`src/hdl/sdrs_pkg.sv`:
```
// Package for the shortest-seek-time-first disk request scheduler.
// Holds field widths, operation, status and register codes shared by all files.
// No dependencies.
package sdrs_pkg;

    localparam int OP_W        = 1;
    localparam int RID_W       = 6;
    localparam int TRACK_W     = 16;
    localparam int STATUS_W    = 2;
    localparam int PEND_OUT_W  = 5;
    localparam int DEPTH_W     = 5;
    localparam int COUNT_W     = 7;
    localparam int CFG_IDX_W   = 2;
    localparam int CFG_DATA_W  = 7;

    localparam logic [OP_W-1:0] OP_REQUEST = 1'b0;
    localparam logic [OP_W-1:0] OP_FINISH  = 1'b1;

    localparam logic [STATUS_W-1:0] ST_QUEUED = 2'd0;
    localparam logic [STATUS_W-1:0] ST_SERVED = 2'd1;
    localparam logic [STATUS_W-1:0] ST_DUP    = 2'd2;
    localparam logic [STATUS_W-1:0] ST_FULL   = 2'd3;

    localparam logic [CFG_IDX_W-1:0] REG_MAX_QUEUE_DEPTH = 2'd0;
    localparam logic [CFG_IDX_W-1:0] REG_REQUESTER_COUNT = 2'd1;

endpackage

```
`src/hdl/sdrs_if.sv`:
```
// Channel interfaces of the disk request scheduler: request, response, config.
// Each carries valid, ready and its word. Depends on sdrs_pkg.
interface sdrs_req_if;
    import sdrs_pkg::*;
    logic                 valid;
    logic                 ready;
    logic [OP_W-1:0]      op;
    logic [RID_W-1:0]     requester_id;
    logic [TRACK_W-1:0]   track;
    modport source (output valid, op, requester_id, track, input ready);
    modport sink   (input valid, op, requester_id, track, output ready);
endinterface

interface sdrs_rsp_if;
    import sdrs_pkg::*;
    logic                  valid;
    logic                  ready;
    logic [STATUS_W-1:0]   status;
    logic [RID_W-1:0]      served_requester;
    logic [TRACK_W-1:0]    served_track;
    logic [PEND_OUT_W-1:0] pending_count;
    logic                  drained;
    modport source (output valid, status, served_requester, served_track, pending_count,
                    drained, input ready);
    modport sink   (input valid, status, served_requester, served_track, pending_count,
                    drained, output ready);
endinterface

interface sdrs_cfg_if;
    import sdrs_pkg::*;
    logic                  valid;
    logic                  ready;
    logic [CFG_IDX_W-1:0]  index;
    logic [CFG_DATA_W-1:0] data;
    modport source (output valid, index, data, input ready);
    modport sink   (input valid, index, data, output ready);
endinterface

```
`src/hdl/sstf_disk_request_scheduler.sv`:
```
// Shortest-seek-time-first disk request scheduler, top level.
// Requests are not overlapped: a new request word is accepted only in the idle state,
// after the single distance comparator has visited every slot and then the incoming
// request, and the response word for the previous request has been loaded.
// Reset (rst_n, async low): queue empty, head at track 0, depth 1, one live requester.
// Depends on sdrs_pkg and the interfaces in sdrs_if.sv.
module sstf_disk_request_scheduler #(
    parameter int QUEUE_SLOTS    = 16,
    parameter int MAX_REQUESTERS = 64
) (
    input  logic       clk,
    input  logic       rst_n,
    sdrs_cfg_if.sink   cfg,
    sdrs_req_if.sink   req,
    sdrs_rsp_if.source rsp
);
    import sdrs_pkg::*;

    localparam int SLOT_W   = (QUEUE_SLOTS > 1) ? $clog2(QUEUE_SLOTS) : 1;
    localparam int AGE_W    = SLOT_W;
    localparam int SCAN_W   = $clog2(QUEUE_SLOTS + 1);
    localparam int CNT_W    = $clog2(QUEUE_SLOTS + 1);
    localparam int LIVE_W   = $clog2(MAX_REQUESTERS + 1);
    localparam int LIVE_CAP = (MAX_REQUESTERS < 127) ? MAX_REQUESTERS : 127;

    localparam logic [1:0] S_IDLE   = 2'd0;
    localparam logic [1:0] S_SCAN   = 2'd1;
    localparam logic [1:0] S_FINISH = 2'd2;

    logic [1:0]             state_reg;
    logic [SCAN_W-1:0]      idx_reg;
    logic [OP_W-1:0]        op_reg;
    logic [RID_W-1:0]       rid_reg;
    logic [TRACK_W-1:0]     trk_reg;
    logic                   dup_reg;
    logic                   free_found_reg;
    logic [SLOT_W-1:0]      free_slot_reg;
    logic                   best_found_reg;
    logic                   best_new_reg;
    logic [SLOT_W-1:0]      best_slot_reg;
    logic [TRACK_W-1:0]     best_dist_reg;
    logic [TRACK_W-1:0]     best_trk_reg;
    logic [RID_W-1:0]       best_req_reg;
    logic [AGE_W-1:0]       best_age_reg;

    logic [QUEUE_SLOTS-1:0] valid_reg;
    logic [QUEUE_SLOTS-1:0] valid_next;
    logic [RID_W-1:0]       slot_req_reg [QUEUE_SLOTS];
    logic [TRACK_W-1:0]     slot_trk_reg [QUEUE_SLOTS];
    logic [AGE_W-1:0]       slot_age_reg [QUEUE_SLOTS];

    logic [TRACK_W-1:0]     head_reg;
    logic [CNT_W-1:0]       pending_reg;
    logic [LIVE_W-1:0]      live_reg;
    logic [CNT_W-1:0]       thr_reg;
    logic [DEPTH_W-1:0]     depth_reg;
    logic [COUNT_W-1:0]     count_reg;

    logic                   rsp_valid_reg;
    logic [STATUS_W-1:0]    rsp_status_reg;
    logic [RID_W-1:0]       rsp_req_reg;
    logic [TRACK_W-1:0]     rsp_trk_reg;
    logic [PEND_OUT_W-1:0]  rsp_pend_reg;
    logic                   rsp_drained_reg;

    logic                   req_fire;
    logic                   cfg_fire;
    logic                   cfg_hit;
    logic [DEPTH_W-1:0]     depth_next;
    logic [COUNT_W-1:0]     count_next;
    logic [LIVE_W-1:0]      live_load;
    logic [CNT_W-1:0]       thr_load;
    logic [LIVE_W-1:0]      live_dec;
    logic [CNT_W-1:0]       thr_dec;

    logic [SLOT_W-1:0]      scan_slot;
    logic                   at_new;
    logic                   cand_valid;
    logic [TRACK_W-1:0]     cand_trk;
    logic [RID_W-1:0]       cand_req;
    logic [AGE_W-1:0]       cand_age;
    logic [TRACK_W-1:0]     cand_dist;
    logic                   cand_better;

    logic                   finish_go;
    logic                   ins;
    logic [CNT_W-1:0]       pend_ins;
    logic                   serve;
    logic                   remove_old;
    logic [CNT_W-1:0]       pending_next;
    logic [STATUS_W-1:0]    status_next;

    assign req_fire  = req.valid && req.ready;
    assign cfg_fire  = cfg.valid && cfg.ready;
    assign req.ready = (state_reg == S_IDLE);
    assign cfg.ready = 1'b1;

    assign rsp.valid            = rsp_valid_reg;
    assign rsp.status           = rsp_status_reg;
    assign rsp.served_requester = rsp_req_reg;
    assign rsp.served_track     = rsp_trk_reg;
    assign rsp.pending_count    = rsp_pend_reg;
    assign rsp.drained          = rsp_drained_reg;

    // reload of live count and threshold from the config registers
    always_comb
    begin
        int d_int;
        int n_int;
        depth_next = depth_reg;
        count_next = count_reg;
        cfg_hit    = 1'b0;
        if (cfg_fire)
        begin
            unique case (cfg.index)
                REG_MAX_QUEUE_DEPTH:
                begin
                    depth_next = cfg.data[DEPTH_W-1:0];
                    cfg_hit    = 1'b1;
                end
                REG_REQUESTER_COUNT:
                begin
                    count_next = cfg.data[COUNT_W-1:0];
                    cfg_hit    = 1'b1;
                end
                default:
                begin
                    cfg_hit = 1'b0;
                end
            endcase
        end
        d_int = int'(depth_next);
        if (d_int < 1)
            d_int = 1;
        if (d_int > QUEUE_SLOTS)
            d_int = QUEUE_SLOTS;
        n_int = int'(count_next);
        if (n_int > LIVE_CAP)
            n_int = LIVE_CAP;
        live_load = LIVE_W'(n_int);
        thr_load  = (n_int < d_int) ? CNT_W'(n_int) : CNT_W'(d_int);
    end

    // finish word: drop one live requester, lower threshold when it falls below
    always_comb
    begin
        live_dec = (live_reg != '0) ? live_reg - LIVE_W'(1) : live_reg;
        thr_dec  = (int'(live_dec) < int'(thr_reg)) ? thr_reg - CNT_W'(1) : thr_reg;
    end

    // shared distance compare: one slot per cycle, then the incoming request
    always_comb
    begin
        scan_slot = idx_reg[SLOT_W-1:0];
        at_new    = (idx_reg == SCAN_W'(QUEUE_SLOTS));
        if (at_new)
        begin
            cand_valid = (op_reg == OP_REQUEST) && !dup_reg && free_found_reg;
            cand_trk   = trk_reg;
            cand_req   = rid_reg;
            cand_age   = AGE_W'(pending_reg);
        end
        else
        begin
            cand_valid = valid_reg[scan_slot];
            cand_trk   = slot_trk_reg[scan_slot];
            cand_req   = slot_req_reg[scan_slot];
            cand_age   = slot_age_reg[scan_slot];
        end
        cand_dist   = (cand_trk >= head_reg) ? cand_trk - head_reg : head_reg - cand_trk;
        cand_better = cand_valid && (!best_found_reg || (cand_dist < best_dist_reg) ||
                      ((cand_dist == best_dist_reg) && (cand_age < best_age_reg)));
    end

    always_comb
    begin
        finish_go  = (state_reg == S_FINISH) && (!rsp_valid_reg || rsp.ready);
        ins        = (op_reg == OP_REQUEST) && !dup_reg && free_found_reg;
        pend_ins   = pending_reg + CNT_W'(ins);
        serve      = ((op_reg == OP_FINISH) || ins) && (pend_ins != '0) &&
                     (pend_ins >= thr_reg) && best_found_reg;
        remove_old = serve && !best_new_reg;
        pending_next = pend_ins - CNT_W'(serve);
        valid_next = valid_reg;
        if (remove_old)
            valid_next[best_slot_reg] = 1'b0;
        if (ins && !(serve && best_new_reg))
            valid_next[free_slot_reg] = 1'b1;
        if ((op_reg == OP_REQUEST) && dup_reg)
            status_next = ST_DUP;
        else if ((op_reg == OP_REQUEST) && !free_found_reg)
            status_next = ST_FULL;
        else if (serve)
            status_next = ST_SERVED;
        else
            status_next = ST_QUEUED;
    end

    always_ff @(posedge clk or negedge rst_n)
    begin
        if (!rst_n)
        begin
            state_reg      <= S_IDLE;
            idx_reg        <= '0;
            dup_reg        <= 1'b0;
            free_found_reg <= 1'b0;
            best_found_reg <= 1'b0;
            best_new_reg   <= 1'b0;
            valid_reg      <= '0;
            head_reg       <= '0;
            pending_reg    <= '0;
            live_reg       <= LIVE_W'(1);
            thr_reg        <= CNT_W'(1);
            depth_reg      <= DEPTH_W'(1);
            count_reg      <= COUNT_W'(1);
            rsp_valid_reg  <= 1'b0;
        end
        else
        begin
            depth_reg <= depth_next;
            count_reg <= count_next;
            if (cfg_hit)
            begin
                live_reg <= live_load;
                thr_reg  <= thr_load;
            end
            else if (req_fire && (req.op == OP_FINISH))
            begin
                live_reg <= live_dec;
                thr_reg  <= thr_dec;
            end

            if (finish_go)
                rsp_valid_reg <= 1'b1;
            else if (rsp_valid_reg && rsp.ready)
                rsp_valid_reg <= 1'b0;

            unique case (state_reg)
                S_IDLE:
                begin
                    if (req_fire)
                    begin
                        state_reg      <= S_SCAN;
                        idx_reg        <= '0;
                        dup_reg        <= 1'b0;
                        free_found_reg <= 1'b0;
                        best_found_reg <= 1'b0;
                        best_new_reg   <= 1'b0;
                    end
                end
                S_SCAN:
                begin
                    if (!at_new)
                    begin
                        if (valid_reg[scan_slot] && (slot_req_reg[scan_slot] == rid_reg))
                            dup_reg <= 1'b1;
                        if (!valid_reg[scan_slot] && !free_found_reg)
                            free_found_reg <= 1'b1;
                    end
                    if (cand_better)
                    begin
                        best_found_reg <= 1'b1;
                        best_new_reg   <= at_new;
                    end
                    if (at_new)
                        state_reg <= S_FINISH;
                    else
                        idx_reg <= idx_reg + SCAN_W'(1);
                end
                S_FINISH:
                begin
                    if (finish_go)
                    begin
                        valid_reg <= valid_next;
                        if (serve)
                            head_reg <= best_trk_reg;
                        pending_reg <= pending_next;
                        state_reg   <= S_IDLE;
                    end
                end
                default:
                begin
                    state_reg <= S_IDLE;
                end
            endcase
        end
    end

    // payload registers and slot contents
    always_ff @(posedge clk)
    begin
        if (req_fire)
        begin
            op_reg  <= req.op;
            rid_reg <= req.requester_id;
            trk_reg <= req.track;
        end
        if ((state_reg == S_SCAN) && !at_new && !valid_reg[scan_slot] && !free_found_reg)
            free_slot_reg <= scan_slot;
        if ((state_reg == S_SCAN) && cand_better)
        begin
            best_slot_reg <= scan_slot;
            best_dist_reg <= cand_dist;
            best_trk_reg  <= cand_trk;
            best_req_reg  <= cand_req;
            best_age_reg  <= cand_age;
        end
        if (finish_go)
        begin
            if (remove_old)
            begin
                for (int i = 0; i < QUEUE_SLOTS; i++)
                begin
                    if (valid_reg[i] && (slot_age_reg[i] > best_age_reg))
                        slot_age_reg[i] <= slot_age_reg[i] - AGE_W'(1);
                end
            end
            if (ins && !(serve && best_new_reg))
            begin
                slot_req_reg[free_slot_reg] <= rid_reg;
                slot_trk_reg[free_slot_reg] <= trk_reg;
                slot_age_reg[free_slot_reg] <= serve ? AGE_W'(pending_reg - CNT_W'(1))
                                                     : AGE_W'(pending_reg);
            end
            rsp_status_reg  <= status_next;
            rsp_req_reg     <= serve ? best_req_reg : '0;
            rsp_trk_reg     <= serve ? best_trk_reg : head_reg;
            rsp_pend_reg    <= PEND_OUT_W'(pending_next);
            rsp_drained_reg <= (live_reg == '0) && (pending_next == '0);
        end
    end

    a_pending_matches_valid: assert property (@(posedge clk) disable iff (!rst_n)
        $countones(valid_reg) == int'(pending_reg))
        else $error("pending count differs from occupied slots");

    a_threshold_le_live: assert property (@(posedge clk) disable iff (!rst_n)
        int'(thr_reg) <= int'(live_reg))
        else $error("service threshold above live requesters");

    a_scan_in_range: assert property (@(posedge clk) disable iff (!rst_n)
        (state_reg == S_SCAN) |-> (int'(idx_reg) <= QUEUE_SLOTS))
        else $error("scan index out of range");

    a_served_has_best: assert property (@(posedge clk) disable iff (!rst_n)
        (finish_go && serve) |=> (rsp_status_reg == ST_SERVED) && rsp_valid_reg)
        else $error("serviced word not reported");

endmodule
```
`src/flat_wrapper.sv`:
```
// flat-port wrapper written by rule: the top's interface ports become plain ports
module sstf_disk_request_scheduler_flat import sdrs_pkg::*;
#(
    parameter int QUEUE_SLOTS    = 16,
    parameter int MAX_REQUESTERS = 64
)
  (clk, rst_n, cfg_valid, cfg_index, cfg_data, cfg_ready, req_valid, req_op, req_requester_id, req_track, req_ready, rsp_valid, rsp_status, rsp_served_requester, rsp_served_track, rsp_pending_count, rsp_drained, rsp_ready);
  sdrs_cfg_if cfg_i ();
  sdrs_req_if req_i ();
  sdrs_rsp_if rsp_i ();
  input  logic clk;
  input  logic rst_n;
  input wire logic [$bits(cfg_i.valid)-1:0] cfg_valid;
  input wire logic [$bits(cfg_i.index)-1:0] cfg_index;
  input wire logic [$bits(cfg_i.data)-1:0] cfg_data;
  output wire logic [$bits(cfg_i.ready)-1:0] cfg_ready;
  input wire logic [$bits(req_i.valid)-1:0] req_valid;
  input wire logic [$bits(req_i.op)-1:0] req_op;
  input wire logic [$bits(req_i.requester_id)-1:0] req_requester_id;
  input wire logic [$bits(req_i.track)-1:0] req_track;
  output wire logic [$bits(req_i.ready)-1:0] req_ready;
  output wire logic [$bits(rsp_i.valid)-1:0] rsp_valid;
  output wire logic [$bits(rsp_i.status)-1:0] rsp_status;
  output wire logic [$bits(rsp_i.served_requester)-1:0] rsp_served_requester;
  output wire logic [$bits(rsp_i.served_track)-1:0] rsp_served_track;
  output wire logic [$bits(rsp_i.pending_count)-1:0] rsp_pending_count;
  output wire logic [$bits(rsp_i.drained)-1:0] rsp_drained;
  input wire logic [$bits(rsp_i.ready)-1:0] rsp_ready;
  assign cfg_i.valid = cfg_valid;
  assign cfg_i.index = cfg_index;
  assign cfg_i.data = cfg_data;
  assign cfg_ready = cfg_i.ready;
  assign req_i.valid = req_valid;
  assign req_i.op = req_op;
  assign req_i.requester_id = req_requester_id;
  assign req_i.track = req_track;
  assign req_ready = req_i.ready;
  assign rsp_valid = rsp_i.valid;
  assign rsp_status = rsp_i.status;
  assign rsp_served_requester = rsp_i.served_requester;
  assign rsp_served_track = rsp_i.served_track;
  assign rsp_pending_count = rsp_i.pending_count;
  assign rsp_drained = rsp_i.drained;
  assign rsp_i.ready = rsp_ready;
  sstf_disk_request_scheduler #(.QUEUE_SLOTS(QUEUE_SLOTS), .MAX_REQUESTERS(MAX_REQUESTERS)) u_core (.clk(clk), .rst_n(rst_n), .cfg(cfg_i), .req(req_i), .rsp(rsp_i));
endmodule
```
`config.mk`:
```
export PLATFORM = sky130hd
export DESIGN_NAME = sstf_disk_request_scheduler_flat
export DESIGN_NICKNAME = d
export VERILOG_FILES = /design/src/hdl/sdrs_pkg.sv /design/src/hdl/sdrs_if.sv /design/src/hdl/sstf_disk_request_scheduler.sv /design/src/flat_wrapper.sv
export SDC_FILE = /design/constraint.sdc
export NUM_CORES = 1
export LEC_CHECK = 0
export BUFFER_PORTS_ARGS = -buffer_cell sky130_fd_sc_hd__buf_4
export CORE_MARGIN = 10
export CORE_UTILIZATION = 25
export CTS_CLUSTER_DIAMETER = 80
export DETAILED_ROUTE_END_ITERATION = 7
export GPL_TIMING_DRIVEN = 1
export MAX_ROUTING_LAYER = met4
export PLACE_DENSITY_LB_ADDON = 0.25
export SLEW_MARGIN = 20
export SYNTH_ARGS = -nofsm -noshare
export SYNTH_HDL_FRONTEND = slang
export SYNTH_SLANG_ARGS = --single-unit
```
`constraint.sdc`:
```
create_clock -name clk -period 7.8 [get_ports clk]
set_input_delay 1.56 -clock clk [delete_from_list [all_inputs] [get_ports clk]]
set_output_delay 1.56 -clock clk [all_outputs]
set_load 0.01 [all_outputs]
```
# Word-level counts from Yosys, hierarchy flattened

Memories as Yosys holds them, arrays and structs flattened.
Index checks and enable logic that the tools add are counted.

Register bits after elaboration: 176
Bits in writable memories: 416
Input port bits: 37
Output and inout port bits: 33
Word-level logic and storage cells: 295
Memories kept: 3

Memories:

| memory              | words | width | rd ports | clocked after memory_dff | write ports | line                              | source |
|---|---|---|---|---|---|---|---|
| u_core.slot_trk_reg | 16    | 16    | 1        | 0                        | 1           | sstf_disk_request_scheduler.sv:49 | `logic [TRACK_W-1:0] slot_trk_reg [QUEUE_SLOTS];` |
| u_core.slot_req_reg | 16    | 6     | 1        | 0                        | 1           | sstf_disk_request_scheduler.sv:48 | `logic [RID_W-1:0] slot_req_reg [QUEUE_SLOTS];` |
| u_core.slot_age_reg | 16    | 4     | 17       | 0                        | 17          | sstf_disk_request_scheduler.sv:50 | `logic [AGE_W-1:0] slot_age_reg [QUEUE_SLOTS];` |

Add/sub/neg operators: 24
Order comparisons: 30
Equal/unequal tests: 13
Mux-type cells: 120
Bitwise logic cells: 4
Reduce and logical (&&, ||, !) cells: 72

Operators with widths:

| operator              | count |
|---|---|
| $mux W1               | 84 |
| $mux W16              | 5 |
| $sub A4 B1 Y4 const B | 17 |
| $gt A4 B4 Y1          | 16 |
| $mux W5               | 10 |
| $mux W7               | 6 |
| $logic_and A1 B1 Y1   | 41 |
| $sub A16 B16 Y16      | 2 |
| $and A16 B16 Y16      | 1 |
| $eq A16 B16 Y1        | 1 |
| $ge A16 B16 Y1        | 1 |
| $lt A16 B16 Y1        | 1 |
| $not A16 Y16          | 1 |
| $or A16 B16 Y16       | 1 |
| $lt A4 B5 Y1 const B  | 3 |
| $lt A7 B5 Y1          | 2 |
| $ne A2 B1 Y1 const B  | 5 |
| $pmux W5 S2           | 1 |
| $reduce_and A3 Y1     | 3 |
| $demux W1 S4          | 2 |
| $ge A4 B1 Y1 const B  | 2 |
| $logic_not A1 Y1      | 8 |
| $mux W4               | 2 |
| $pmux W1 S2           | 4 |
| other kinds (30)      | 44 |

# Longest topological paths before layout

Gate-level depths: netlist (run 1).

Depth in word-level cells: 14
Gate-level depth with buffers: 30
Gate-level depth less buffers: 23

# Worst setup path before layout (run 1)

OpenSTA, ideal clock, no wires.

Path type: register -> register
From: reg u_core.idx_reg[1]
To: reg u_core.best_age_reg[0] (enable)
Setup time: 400 ps
Arrival: 6878 ps
Data required time: 7400 ps
Setup slack: 522 ps
Stages on the path, launching flop included: 29
Buffers on the path: 7
Clock period less this slack: 7278 ps
Cells stage by stage: dfrtp_1 > buf_2 > buf_2 > clkbuf_1 > buf_2 > inv_1 > ha_1 > nand2_1 > nor3_1 > clkbuf_1 > buf_1 > mux2i_1 > inv_1 > fa_1 > and3_1 > o2111ai_1 > a211oi_1 > a311o_1 > buf_2 > o31ai_1 > xnor2_1 > ha_1 > nand4_1 > or2_2 > nor4_1 > nand4_1 > nand4_1 > nand2_1 > inv_1

Longest elaborated chain between the ends: 9
Elaborated cells between the ends (all ways): 20
Classes of those cells: 2 x add/sub; 3 x order compare; 2 x eq/ne; 6 x mux; 5 x reduce/logical; 2 x memory

Ends and longest elaborated chain:

| item                                                             | line                                                                   | source |
|---|---|---|
| from (decl)                                                      | sstf_disk_request_scheduler.sv:31                                      | `logic [SCAN_W-1:0] idx_reg;` |
| from (signal assigned)                                           | sstf_disk_request_scheduler.sv:268                                     | `idx_reg <= idx_reg + SCAN_W'(1);` |
| $mem_v2 Z16 W16 / $eq A5 B5 Y1 (equally long branches)           | -                                                                      |  |
| $mux W16 *                                                       | sstf_disk_request_scheduler.sv:156                                     | `if (at_new)` |
| net u_core.cand_trk[1]                                           | sstf_disk_request_scheduler.sv:79                                      | `logic [TRACK_W-1:0] cand_trk;` |
| $sub A16 B16 Y16 / $ge A16 B16 Y1 (equally long branches)        | sstf_disk_request_scheduler.sv:170                                     | `cand_dist = (cand_trk >= head_reg) ? cand_trk - head_reg : head_reg - cand_trk;` |
| $mux W16 *                                                       | sstf_disk_request_scheduler.sv:170                                     |  |
| net u_core.cand_dist[12]                                         | sstf_disk_request_scheduler.sv:82                                      | `logic [TRACK_W-1:0] cand_dist;` |
| $lt A16 B16 Y1 / $eq A16 B16 Y1 (equally long branches)          | sstf_disk_request_scheduler.sv:171, sstf_disk_request_scheduler.sv:172 |  |
| $logic_or A1 B1 Y1 / $logic_and A1 B1 Y1 (equally long branches) | sstf_disk_request_scheduler.sv:171, sstf_disk_request_scheduler.sv:172 |  |
| $logic_or A1 B1 Y1 *                                             | sstf_disk_request_scheduler.sv:171                                     | `cand_better = cand_valid && (!best_found_reg \|\| (cand_dist < best_dist_reg) \|\|` |
| $logic_and A1 B1 Y1 *                                            | sstf_disk_request_scheduler.sv:171                                     |  |
| $logic_and A1 B1 Y1 *                                            | sstf_disk_request_scheduler.sv:300                                     | `if ((state_reg == S_SCAN) && cand_better)` |
| to (signal assigned)                                             | sstf_disk_request_scheduler.sv:306                                     | `best_age_reg <= cand_age;` |
| to (decl)                                                        | sstf_disk_request_scheduler.sv:44                                      | `logic [AGE_W-1:0] best_age_reg;` |

Mark *: on every way through the listed nets, which the timed path passes. The rest lies on a longest branch. The select of a mux whose other input is x is not followed.
A chain may end at the register's enable or synchronous reset.

# Final worst setup path (run 1)

From: reg u_core.idx_reg[0]
To: reg u_core.best_trk_reg[10] (enable)

Longest elaborated chain between the ends: 9
Elaborated cells between the ends (all ways): 20
Classes of those cells: 2 x add/sub; 3 x order compare; 2 x eq/ne; 6 x mux; 5 x reduce/logical; 2 x memory

Ends and longest elaborated chain:

| item                                                             | line                                                                   | source |
|---|---|---|
| $mem_v2 Z16 W16 / $eq A5 B5 Y1 (equally long branches)           | -                                                                      |  |
| $mux W16 *                                                       | sstf_disk_request_scheduler.sv:156                                     |  |
| net u_core.cand_trk[12]                                          | sstf_disk_request_scheduler.sv:79                                      |  |
| $ge A16 B16 Y1 *                                                 | sstf_disk_request_scheduler.sv:170                                     |  |
| $mux W16 *                                                       | sstf_disk_request_scheduler.sv:170                                     |  |
| net u_core.cand_dist[3]                                          | sstf_disk_request_scheduler.sv:82                                      |  |
| $lt A16 B16 Y1 / $eq A16 B16 Y1 (equally long branches)          | sstf_disk_request_scheduler.sv:171, sstf_disk_request_scheduler.sv:172 |  |
| $logic_or A1 B1 Y1 / $logic_and A1 B1 Y1 (equally long branches) | sstf_disk_request_scheduler.sv:171, sstf_disk_request_scheduler.sv:172 |  |
| $logic_or A1 B1 Y1 *                                             | sstf_disk_request_scheduler.sv:171                                     |  |
| $logic_and A1 B1 Y1 *                                            | sstf_disk_request_scheduler.sv:171                                     |  |
| $logic_and A1 B1 Y1 *                                            | sstf_disk_request_scheduler.sv:300                                     |  |
| to (signal assigned)                                             | sstf_disk_request_scheduler.sv:304                                     | `best_trk_reg <= cand_trk;` |
| to (decl)                                                        | sstf_disk_request_scheduler.sv:42                                      | `logic [TRACK_W-1:0] best_trk_reg;` |

Marked as above.

==> results of run 1 <==
-- synth_stat cells (all sizes together), types with 31 or more instances --
| master | count |
|---|---|
| nand3 | 31 |
| nor3 | 31 |
| o21ai | 49 |
| a21oi | 79 |
| nand2 | 109 |
| inv | 138 |
| mux2i | 94 |
| buf | 45 |
| dfrtp | 69 |
| edfxtp | 519 |
| ha | 153 |
| xnor2 | 38 |
| mux2 | 56 |
| mux4 | 124 |
| nor2 | 62 |
| xor2 | 34 |
-- layer usage --
layer	vias up	GRT usage, %
met3	91	2.23
met4	0	2.55
met2	412	19.0
met1	8640	16.6
met5	-	-
li1	7549	-
-- power breakdown --
group	total, uW	internal, uW	switching [uW]
registers	4300	3980	316
clock network	3070	1720	1350
logic	5290	2220	3070
total	12700	7920	4740
-- area by class of cell --
type | instances | area, um2 | area share [%]
sequential | 592 | 17400 | 52.4
multi-input combinational | 1106 | 10400 | 31.3
tap | 1512 | 1890 | 5.68
clock buffer | 85 | 1790 | 5.36
timing repair buffer | 108 | 881 | 2.65
inverter | 138 | 518 | 1.56
clock inverter | 39 | 359 | 1.08
antenna | 1 | 2.50 | 0.00752
-- placed cells by master (no fill, tap or decap), drive strengths merged, types with 38 or more instances in the layout --
cell type	Yosys	layout
edfxtp	519	519
ha	153	153
inv	138	141
mux4	124	124
nand2	109	109
buf	45	108
mux2i	94	94
clkbuf	22	85
a21oi	79	79
dfrtp	69	69
nor2	62	62
mux2	56	56
o21ai	49	49
xnor2	38	38
-- worst max path at each step --
stage	from	to	slack, ns	cells after the start
final	u_core.idx_reg[0]	u_core.best_trk_reg[10]	0.64	24
after global routing	u_core.idx_reg[0]	u_core.best_trk_reg[10]	0.16	24
after CTS	u_core.idx_reg[0]	u_core.best_trk_reg[10]	0.48	24
after detailed placement	u_core.idx_reg[0]	u_core.best_trk_reg[0]	0.53	24
after global placement	u_core.idx_reg[0]	u_core.best_trk_reg[0]	0.66	22
after floorplan	u_core.idx_reg[1]	u_core.best_age_reg[0]	0.52	28
-- per-stage QoR --
| stage | instance area (um2) | hold WS, ns |
|---|---|---|
| 3_5_place_dp | 31100 | 0.492 |
| 2_1_floorplan | 28600 | 0.437 |
| 4_1_cts | 33200 | 0.471 |
| 5_1_grt | 33300 | 0.516 |
| 6_report | 33300 | 0.472 |
| 3_3_place_gp | 31100 | 0.471 |
-- repair_timing --
action,in CTS,in global routing
setup buffers,0,1
hold buffers,0,0
endpoints found under the setup margin,0,2
-- cells by family (layout without fill, tap and decap cells) --
| family | after synthesis | in the layout | share of synthesized area [%] |
|---|---|---|---|
| DFF | 592 | 592 | 60.8 |
| and+or+nand+nor | 351 | 351 | 6.19 |
| muxes | 274 | 274 | 15.2 |
| AOI/OAI and AO/OA | 253 | 253 | 5.67 |
| buffers and inverters | 205 | 370 | 2.92 |
| adders and majority gates | 155 | 155 | 6.82 |
| xor gates and xnor gates | 72 | 72 | 2.35 |
| other | 1 | 2 | 0.0131 |
==> impl_metrics.py, run 1 <==
metrics = {
    "outcome": {
        "outcome": "finished clean",
    },
    "final_layout": {
        "post-route-util_pct": 29.2,
        "largest_reg_flops": 256,
        "final_cells": 3581,
        "drive_gt1_share_pct": 21.1,
        "layout.nets": 2206,
        "fill_cells": 11400,
        "synthToLayoutAreaGrowth_pct": 16.2,
    },
    "synthesis": {
        "synth-edff-count": 519,
        "syn_inst": 1903,
        "synthFlopType": "edfxtp_1",
        "syn_area_mm2": 0.0286,
        "seq_area_frac_synth_pct": 60.8,
        "syn_nets": 2095,
        "synth.area.top_cells": "edfxtp_1, mux4_2, ha_1",
        "syn_avg_cell_area_um2": 15.1,
        "yosysTopAreaCellShare_pct": 54.4,
        "ys.warnings.count": 0,
        "ys_ff_latch": 592,
        "ys_types": 76,
        "async_flop_share_pct": 12.3,
        "yosysTopAreaCell": "edfxtp_1",
    },
    "floorplanning": {
        "rows": 124,
        "core_area_mm2": 0.114,
        "die_h_um": 358,
        "floorplan.die.width_um": 358,
        "io_pins": 70,
        "start_util_pct": 25.1,
        "dieArea_mm2": 0.129,
    },
    "place": {
        "dp.cells": 3455,
        "port_buffers": 68,
        "place_ws_ns": 0.532,
        "hpwl_um": 48700,
        "gp_congestion": 0.818,
    },
    "setup_path": {
        "critPathLaunchType": "flop",
        "required_ns": 8.04,
        "rrSetupSlack_ns": 0.64,
        "worstReg2RegEnd": "u_core.best_trk_reg[10]",
        "path_class": "flop to flop",
        "end_kind": "flop",
        "crit_path_top_delay_cell": "dfrtp_4",
        "critPathMaxFanout": 29,
        "critical-path-max-stage-delay_ns": 0.65,
        "critical_path.cell_chain": "buf_12 > buf_4 > mux4_2 > mux4_2 > mux2i_1 > inv_1 > ha_1 > a21oi_1 > o311ai_0 > a31o_2 > a311o_1 > buf_4 > nor3_1 > a21oi_1 > xor2_1 > ha_1 > a21o_1 > a21oi_1 > a211oi_1 > or4_1 > nand4_1 > nand2_1 > inv_2 > buf_4",
        "crit_family": "compound AO/OA/AOI/OAI gates",
        "r2r_start": "u_core.idx_reg[0]",
        "cp.buffers_inverters": 6,
        "cp.arrival_ns": 7.40,
        "reg2reg_depth": 24,
    },
    "global_routing": {
        "grt_pass1_vias": 17300,
        "grt_pass1_wl_um": 115000,
        "grt_max_degree": 56,
        "track_usage_pct": 12.2,
        "grt_antenna_before_repair": 0,
        "global_route.overflow_total": 0,
    },
    "detailed_routing": {
        "drt_iter0_drc": 1299,
        "wl_met2_um": 36000,
        "wl_met3_um": 3800,
        "vias_per_cell": 4.66,
        "drtPass1Iterations": 5,
        "highest_layer": "met4",
        "dr_total_vias": 16700,
        "wl_per_cell_um": 21.5,
        "drc_errors": 0,
        "wl_met1_um": 35700,
        "routed_wl_um": 76800,
        "final_antenna_net_count": 0,
    },
    "cts": {
        "path_clk_slew_ns": 0.06,
        "htree_levels": 3,
        "clock-sinks": 592,
        "clockRootBuffer": "clkbuf_16",
        "tritoncts": "built",
        "cts_resized": 0,
        "cts_max_path_buffers": 3,
        "cts_buffers": 68,
        "clk_latency_ns": 0.64,
    },
    "min_path": {
        "whs_path_depth": 1,
        "holdPathEnd": "u_core.head_reg[8]",
        "hold_start": "u_core.best_trk_reg[8]",
        "hp-class": "flop to flop",
    },
    "timing": {
        "setup_violations": 0,
        "final.setup.tns_ns": 0,
        "finalMaxSlewViolations": 0,
        "fin_skew_ns": 0.0581,
        "worst_slack_ns": 0.637,
        "relSlewSlack_pct": 27.5,
        "min_period_ns": 7.16,
        "max_freq_ghz": 0.140,
        "rsz0062_at_grt": "no",
        "worstMarginPinSlew_ns": 1.09,
        "fin_crit_sh_pct": 91.8,
        "finalHoldViolCount": 0,
    },
    "job": {
        "maxCapViolations": 0,
    },
    "power": {
        "p_total_uw": 12700,
        "ir_drop_mv": 0.193,
        "p_per_area_mw_per_mm2": 380,
        "power_leakage_uw": 0.0122,
    },
}
(Power assumes the default switching activity.)
==> run 2, diff against run 1 <==
- BUFFER_PORTS_ARGS: -buffer_cell sky130_fd_sc_hd__buf_4 -> default
- CTS_BUF_LIST: default -> sky130_fd_sc_hd__clkbuf_2
- DONT_BUFFER_PORTS: default -> 1
==> impl_metrics.py, run 2 (synthesized netlist as in run 1, its figures left out) <==
metrics = {
    "outcome": {
        "outcome": "finished clean",
    },
    "setup_path": {
        "end_kind": "flop",
        "rrSetupSlack_ns": 0.72,
        "critPathMaxFanout": 30,
        "path_class": "flop to flop",
        "critPathLaunchType": "flop",
        "critical_path.cell_chain": "buf_4 > mux4_2 > mux4_2 > mux2i_1 > ha_1 > inv_1 > o311ai_0 > a31o_2 > a311o_1 > buf_4 > nor3_1 > a21oi_1 > xor2_1 > ha_1 > a21o_1 > a21oi_1 > a211oi_1 > or4_1 > nand4_1 > nand2_1 > inv_2 > buf_12",
        "crit_path_top_delay_cell": "dfrtp_4",
        "reg2reg_depth": 22,
        "critical-path-max-stage-delay_ns": 0.76,
        "cp.arrival_ns": 8.10,
        "required_ns": 8.82,
        "r2r_start": "u_core.idx_reg[1]",
        "worstReg2RegEnd": "u_core.best_dist_reg[12]",
    },
    "final_layout": {
        "layout_commonest_cell": "edfxtp_1",
        "layout.nets": 2227,
        "mostFrequentLayoutCells": "edfxtp_1, clkbuf_2, ha_1, mux4_2, inv_1",
        "fill_cells": 11600,
        "largest_reg_flops": 256,
        "synthToLayoutAreaGrowth_pct": 12.0,
        "drive_gt1_share_pct": 24.2,
    },
    "floorplanning": {
        "core_area_mm2": 0.114,
        "start_util_pct": 25.1,
        "rows": 124,
        "dieArea_mm2": 0.129,
        "io_pins": 70,
        "floorplan.die.width_um": 358,
        "die_h_um": 358,
    },
    "min_path": {
        "whs_path_depth": 0,
        "holdPathEnd": "u_core.trk_reg[12]",
        "hp-class": "input port to flop",
        "hold_start": "req_track[12]",
    },
    "timing": {
        "worstMarginPinSlew_ns": 1.08,
        "fin_crit_sh_pct": 90.8,
        "max_freq_ghz": 0.141,
        "rsz0062_at_grt": "no",
        "finalMaxSlewViolations": 0,
        "min_period_ns": 7.08,
        "finalHoldViolCount": 0,
        "setup_violations": 0,
        "worst_slack_ns": 0.721,
        "holdWs_ns": 0.236,
        "relSlewSlack_pct": 28.0,
        "final.setup.tns_ns": 0,
        "fin_skew_ns": 0.132,
    },
    "global_routing": {
        "grt_antenna_before_repair": 15,
        "grt_pass1_wl_um": 115000,
        "global_route.overflow_total": 0,
        "grt_pass1_vias": 17900,
        "track_usage_pct": 12.4,
        "grt_max_degree": 74,
    },
    "detailed_routing": {
        "drc_errors": 0,
        "routed_wl_um": 77600,
        "drtPass1Iterations": 5,
        "dr_total_vias": 16900,
        "wl_per_cell_um": 21.1,
        "drt_iter0_drc": 1198,
        "final_antenna_net_count": 0,
        "vias_per_cell": 4.60,
    },
    "place": {
        "place_ws_ns": 0.760,
        "hpwl_um": 48800,
        "gp_congestion": 0.845,
        "port_buffers": 0,
    },
    "power": {
        "ir_drop_mv": 0.211,
        "power.net_switching_uw": 4740,
        "swShare_pct": 40.1,
        "p_per_area_mw_per_mm2": 369,
        "power_leakage_uw": 0.0119,
        "power_frac_comb_pct": 44.8,
        "p_seq_share_pct": 36.4,
        "clkPwrFrac_pct": 18.9,
        "p_total_uw": 11800,
        "p_int_uw": 7090,
    },
    "cts": {
        "cts_max_path_buffers": 3,
        "htree_levels": 4,
        "clock-sinks": 592,
        "cts_resized": 0,
        "tritoncts": "built",
        "clockRootBuffer": "clkbuf_2",
        "clk_latency_ns": 1.43,
        "cts_buffers": 159,
        "path_clk_slew_ns": 0.09,
    },
    "job": {
        "maxCapViolations": 0,
    },
}
run 2: area by class of cell:
type / count / area (um2) / area share [%]
clock buffers: 236 / 1180 / 3.68
repair buffers: 38 / 365 / 1.14
multi-input cells: 1106 / 10400 / 32.5
well taps: 1512 / 1890 / 5.90
flip-flops and latches: 592 / 17400 / 54.3
clock inverters: 33 / 244 / 0.760
inverters: 138 / 518 / 1.61
diodes: 19 / 47.5 / 0.148
run 2: timing repair:
| item | 4_1_cts | 5_1_grt |
|---|---|---|
| setup buffers | 0 | 0 |
| endpoints found under the hold margin | 73 | 0 |
| hold buffers | 2 | 0 |
| endpoints found under the setup margin | 0 | 0 |
run 2: metal layers:
layer / track usage [%] / wire, um / up-vias
li1: - / - / 7701
met1: 15.5 / 34700 / 8603
met2: 19.1 / 36500 / 474
met3: 3.44 / 4730 / 126
met4: 4.17 / 1680 / 0
met5: - / 0 / -
run 2: worst max path at each step:
stage	startpoint	to	slack [ns]	depth (start not counted)
final	u_core.idx_reg[1]	u_core.best_dist_reg[12]	0.72	22
after global routing	u_core.idx_reg[0]	u_core.best_dist_reg[12]	0.21	26
after CTS	u_core.idx_reg[1]	u_core.best_dist_reg[12]	0.65	22
after detailed placement	u_core.idx_reg[0]	u_core.best_trk_reg[14]	0.76	24
after global placement	u_core.idx_reg[0]	u_core.best_trk_reg[11]	0.81	23
after floorplan	u_core.idx_reg[1]	u_core.best_age_reg[0]	0.52	28
run 2: power groups by stage:
stage	Sequential, uW	Clock [uW]	Combinational [uW]
final	4300	2240	5290
after detailed placement	4390	0	5300
after floorplan	4180	0	3800
after global placement	4380	0	5250
after global routing	4350	2520	5860
after CTS	4320	2350	5350
run 2: per-stage QoR:
step	cell area, um2	instances	util [%]
after floorplan	28600	1903	-
after global placement	30600	3383	26.8
after detailed placement	30600	3383	26.8
after CTS	32000	3654	28.1
after global routing	32100	3671	28.1
final	32100	3674	28.1
run 2: worst max-delay path: cells and delay by family, from the launching register on:
kind / cells / cell delay (ns)
flops: 1 / 0.76
buf+inv: 5 / 1.33
xor+xnor: 1 / 0.20
compound gates: 7 / 1.61
fa+ha+maj: 2 / 0.66
simple gates: 4 / 0.78
mux: 3 / 1.26
